<file path="src/rtl/pm0_div.sv">
// ----------------------------------------------------------------------------
// pm0_div
// Iterative signed divider, one quotient bit per cycle, truncating toward
// zero; remainder takes the sign of the dividend.
// ----------------------------------------------------------------------------
module pm0_div (
  input  logic                clk,
  input  logic                rst_n,
  input  logic                start,
  input  logic signed [31:0]  dividend,
  input  logic signed [31:0]  divisor,
  output logic                done,
  output logic [31:0]         quotient,
  output logic [31:0]         remainder
);

  logic        busy_r;
  logic        done_r;
  logic [4:0]  cnt_r;
  logic [31:0] quo_r;
  logic [31:0] rem_r;
  logic [31:0] den_r;
  logic        neg_q_r;
  logic        neg_r_r;
  logic [32:0] shifted;
  logic [32:0] trial;

  assign shifted = {rem_r, quo_r[31]};
  assign trial   = shifted - {1'b0, den_r};

  always_ff @(posedge clk) begin
    if (!rst_n) begin
      busy_r <= 1'b0;
      done_r <= 1'b0;
      cnt_r  <= '0;
    end else begin
      done_r <= 1'b0;
      if (start) begin
        busy_r  <= 1'b1;
        cnt_r   <= 5'd31;
        quo_r   <= dividend[31] ? 32'(-dividend) : 32'(dividend);
        den_r   <= divisor[31] ? 32'(-divisor) : 32'(divisor);
        rem_r   <= '0;
        neg_q_r <= dividend[31] ^ divisor[31];
        neg_r_r <= dividend[31];
      end else if (busy_r) begin
        if (!trial[32]) begin
          rem_r <= trial[31:0];
          quo_r <= {quo_r[30:0], 1'b1};
        end else begin
          rem_r <= shifted[31:0];
          quo_r <= {quo_r[30:0], 1'b0};
        end
        cnt_r <= cnt_r - 5'd1;
        if (cnt_r == 5'd0) begin
          busy_r <= 1'b0;
          done_r <= 1'b1;
        end
      end
    end
  end

  assign done      = done_r;
  assign quotient  = neg_q_r ? (32'd0 - quo_r) : quo_r;
  assign remainder = neg_r_r ? (32'd0 - rem_r) : rem_r;

endmodule
</file>
<file path="config.mk">
export PLATFORM = sky130hd
export DESIGN_NAME = pm0_div
export DESIGN_NICKNAME = d
export VERILOG_FILES = /design/src/rtl/pm0_div.sv
export SDC_FILE = /design/constraint.sdc
export NUM_CORES = 1
export LEC_CHECK = 0
export BUFFER_PORTS_ARGS = -buffer_cell sky130_fd_sc_hd__buf_2
export CAP_MARGIN = 0
export CORE_ASPECT_RATIO = 1.2
export CORE_MARGIN = 3
export CORE_UTILIZATION = 53
export CTS_CLUSTER_DIAMETER = 50
export CTS_CLUSTER_SIZE = 12
export DETAILED_ROUTE_END_ITERATION = 16
export PLACE_DENSITY = 0.78
export SYNTH_ARGS = -nofsm -noshare
export SYNTH_HDL_FRONTEND = slang
export SYNTH_SLANG_ARGS = --single-unit
</file>
<file path="constraint.sdc">
create_clock -name clk -period 4.3 [get_ports clk]
set_clock_uncertainty 0.2 [all_clocks]
set_input_delay 1.075 -clock clk [delete_from_list [all_inputs] [get_ports clk]]
set_output_delay 1.075 -clock clk [all_outputs]
set_load 0.05 [all_outputs]
</file>
==> impl_metrics.ini <==
[route]
detail-route-antenna-nets = 0
drtIter0Drc = 459
route.final.wire_length_um = 21500
drt-pass1-iter-count = 4
drc = 0
dr_total_vias = 7489
wire_length_per_cell_um = 16.5
detail_route.vias_per_cell = 5.77

[setup_path]
timing.critical_path.required_ps = 3020
timing.critical_path.max_delay_family = simple AND/OR/NAND/NOR gates
r2r-start = quo_r[31]$_DFFE_PP_
regToRegSetupSlack_ps = 280
cp_capture_type = primary output
timing.critical_path.fanout_max = 3
worst_r2r_path_depth = 13
crit_path_max_incr_delay_ps = 560
worst_ep_arrival_time_ps = 3680
crit_buf_inv = 1
r2r_end = rem_r[23]$_SDFFCE_PP0P_
path_common_cell = or4_4
worstPathCellList = or4_4 -> or4_4 -> or2_1 -> or3_4 -> or4_4 -> or3_4 -> o31ai_4 -> xnor2_2 -> buf_6
slowest_stage = or4_4
crit_path_start_kind = flip-flop
type_of_the_setup_path_with_the_least_slack = reg2out

[die]
floorplan.die_area_um2 = 17400
start_util_pct = 54.9
number_of_cell_rows = 49
die_width_um = 121
fp.dieH_um = 144
boundaryPins = 132
coreArea_um2 = 15300

[placed_design]
gpl.final_weighted_congestion = 0.912
portBuffers = 131
hpwl_um = 15500

[timing]
post-route-min-period_ps = 4950
setup-violations-final = 20
timing.max_slew.rel_slack_pct = 10.9
timing_max_transition_violations_final = 0
fin_ws_ps = -651
rsz_0062_raised_after_global_routing = yes
hold_viol_final = 0
layout_worst_path_cycle_share_pct = 115
worstMarginPinSlew_ps = 1340
fmax_mhz = 202

[clock_network]
root_driver = clkbuf_16
clkTransAtPathRegs_ps = 70
worst_skew_pair_later_pin_latency_ps = 350
ctsHoldBuffers = 0
cts.sinks = 105
cts.path.max_buffers = 2
cts_tree = done
htree_num_levels = 3
cts_inserted_buffers = 9

[yosys]
synth-seq-cells = 105
yosys.cell_types.count = 63
yosys.area.top_type_share_pct = 35.1
synth_most_common_cell = xnor2_1
synth_seq_area_share_pct = 36.8
synth_area_per_cell_um2 = 9.21
netlist_instances = 911
synth_ff_type = edfxtp_1
synthDominantAreaCellType = edfxtp_1
async_reset_ff_share_pct = 0
post_synth_instance_area_um2 = 8390
synth-warning-count = 0
syn_nets = 1017
synth_area_leaders = edfxtp_1 (35%), xnor2_1 (11%), ha_1 (5.7%)
synth_commonest_cells = xnor2_1 (102), edfxtp_1 (98), nor2_1 (79), nand2_1 (67), a21oi_1 (61)
number_of_enable_flip_flop_cells_after_synthesis = 98

[grt]
grt_util_met1_pct = 30.3
pin_count_of_the_biggest_net_entering_global_routing = 61
grt_pass1_wl_um = 34800
top_usage_layer = met2
globalRouteTotalUtil_pct = 24.9
grt_antenna_before_repair = 0
global_route_met2_usage_pct = 44.5
grt_use_met3_pct = 2.68
grt_pass1_vias = 7355
overflow = 0

[cells_and_area]
post-route-util_pct = 68.9
synthToLayoutAreaGrowth_pct = 25.5
layout-drive-gt1-share_pct = 26.0
n_antenna_cell = 0
num-nets-final = 1196

[power]
irDropWorstVdd_mv = 0.218
report.power.total_mw = 3.96
leakage_dissipation_nw = 4.33
pwr_density_cell_nw_per_um2 = 376

[run]
drv.max_cap_violation_count = 0

[worst_hold_path]
hold_path_end = done$_SDFF_PP0_
hold_depth = 1
origin_of_the_worst_min_delay_path = busy_r$_SDFF_PN0_
timing.hold.worst.class = reg2reg

[outcome]
status = finished, violations left
failed_checks = setup timing
==> where the power goes <==
part | internal [mW] | switching, mW | total, mW | leakage, nW
registers | 1.25 | 0.104 | 1.35 | 0.990
clock network | 0.572 | 0.378 | 0.949 | 0.164
logic | 0.635 | 1.03 | 1.66 | 3.18
total | 2.45 | 1.51 | 3.96 | 4.33
==> registers in the layout, indices dropped and copies added, names as in the netlist <==
register and count:
neg_q_r 1, rem_r 32, busy_r 1, den_r 32, neg_r_r 1, quo_r 32
done 1, cnt_r 5
==> routing by layer <==
metal | vias to the layer above | routed length, um
met5 | - | 0
met4 | 0 | 654
met3 | 41 | 1160
met2 | 257 | 10900
met1 | 3523 | 8770
li1 | 3668 | -
==> how the worst max path moves through the flow <==
stage / depth (start not counted) / endpoint / start
floorplan: 8 / quotient[30] / quo_r[13]$_DFFE_PP_
global placement: 9 / quotient[30] / quo_r[13]$_DFFE_PP_
detailed placement: 9 / quotient[30] / quo_r[13]$_DFFE_PP_
CTS: 9 / quotient[28] / quo_r[13]$_DFFE_PP_
global route: 9 / quotient[28] / quo_r[13]$_DFFE_PP_
finish: 9 / quotient[28] / quo_r[13]$_DFFE_PP_
==> timing repair <==
| item | CTS | global route |
|---|---|---|
| pin swaps | 7 | 12 |
| setup endpoints to repair | 20 | 44 |
| buffers inserted | 3 | 4 |
| resized for setup | 62 | 19 |
==> cells by family (layout without fill, tap and decap cells) <==
| family | Yosys count | in the layout | share of synthesized area, % |
|---|---|---|---|
| and+or+nand+nor | 265 | 265 | 16.4 |
| AOI/OAI and AO/OA | 232 | 232 | 18.0 |
| xor gates and xnor gates | 148 | 148 | 15.5 |
| DFF | 105 | 105 | 36.8 |
| buffers and inverters | 96 | 280 | 4.39 |
| adders and majority gates | 39 | 39 | 5.91 |
| muxes | 26 | 26 | 3.10 |
==> worst reg2reg max path, stage by stage, from the launching register on <==
cell and delay, ps:
edfxtp_1 450, inv_1 70, ha_1 230, fa_1 420, nand2b_1 200, a21oi_1 190
o311ai_1 210, o2111ai_1 300, nand4_1 190, o311a_1 360, a311oi_4 370, buf_12 260
mux2i_1 240, nor2_1 70
==> stage by stage <==
step                TNS (ps)  std cells  instance area [um^2]  hold WS (ps)  setup slack [ps]
CTS                    -6810       1296                 10400           417              -620
detailed placement     -2910       1277                  9840           405              -407
global route           -9320       1299                 10500           441              -715
floorplan               -730        911                  8500           351              -275
global placement       -2190       1277                  9840           384              -355
finish                 -7560       1299                 10500           416              -651
==> cell type report <==
cell class | count | area, um^2
Multi-Input combinational cell | 710 | 5250
Fill cell | 1187 | 4740
Tap cell | 204 | 255
Clock buffer | 11 | 233
Sequential cell | 105 | 3080
Inverter | 55 | 206
Clock inverter | 5 | 104
Timing Repair Buffer | 209 | 1390
==> cell usage in the layout, fill, tap and decap left out, types with 14 or more instances in the layout <==
master    count
o41ai_1      15
o21ai_0      53
xor2_1       44
xnor2_1      90
nand2_1      65
inv_1        55
nor2_1       78
buf_2       105
buf_6        16
a21o_1       14
ha_1         38
o31ai_1      28
edfxtp_1     98
buf_4        83
or3_1        18
mux2i_1      26
a21oi_1      61
Power figures use the tool's default switching activity.
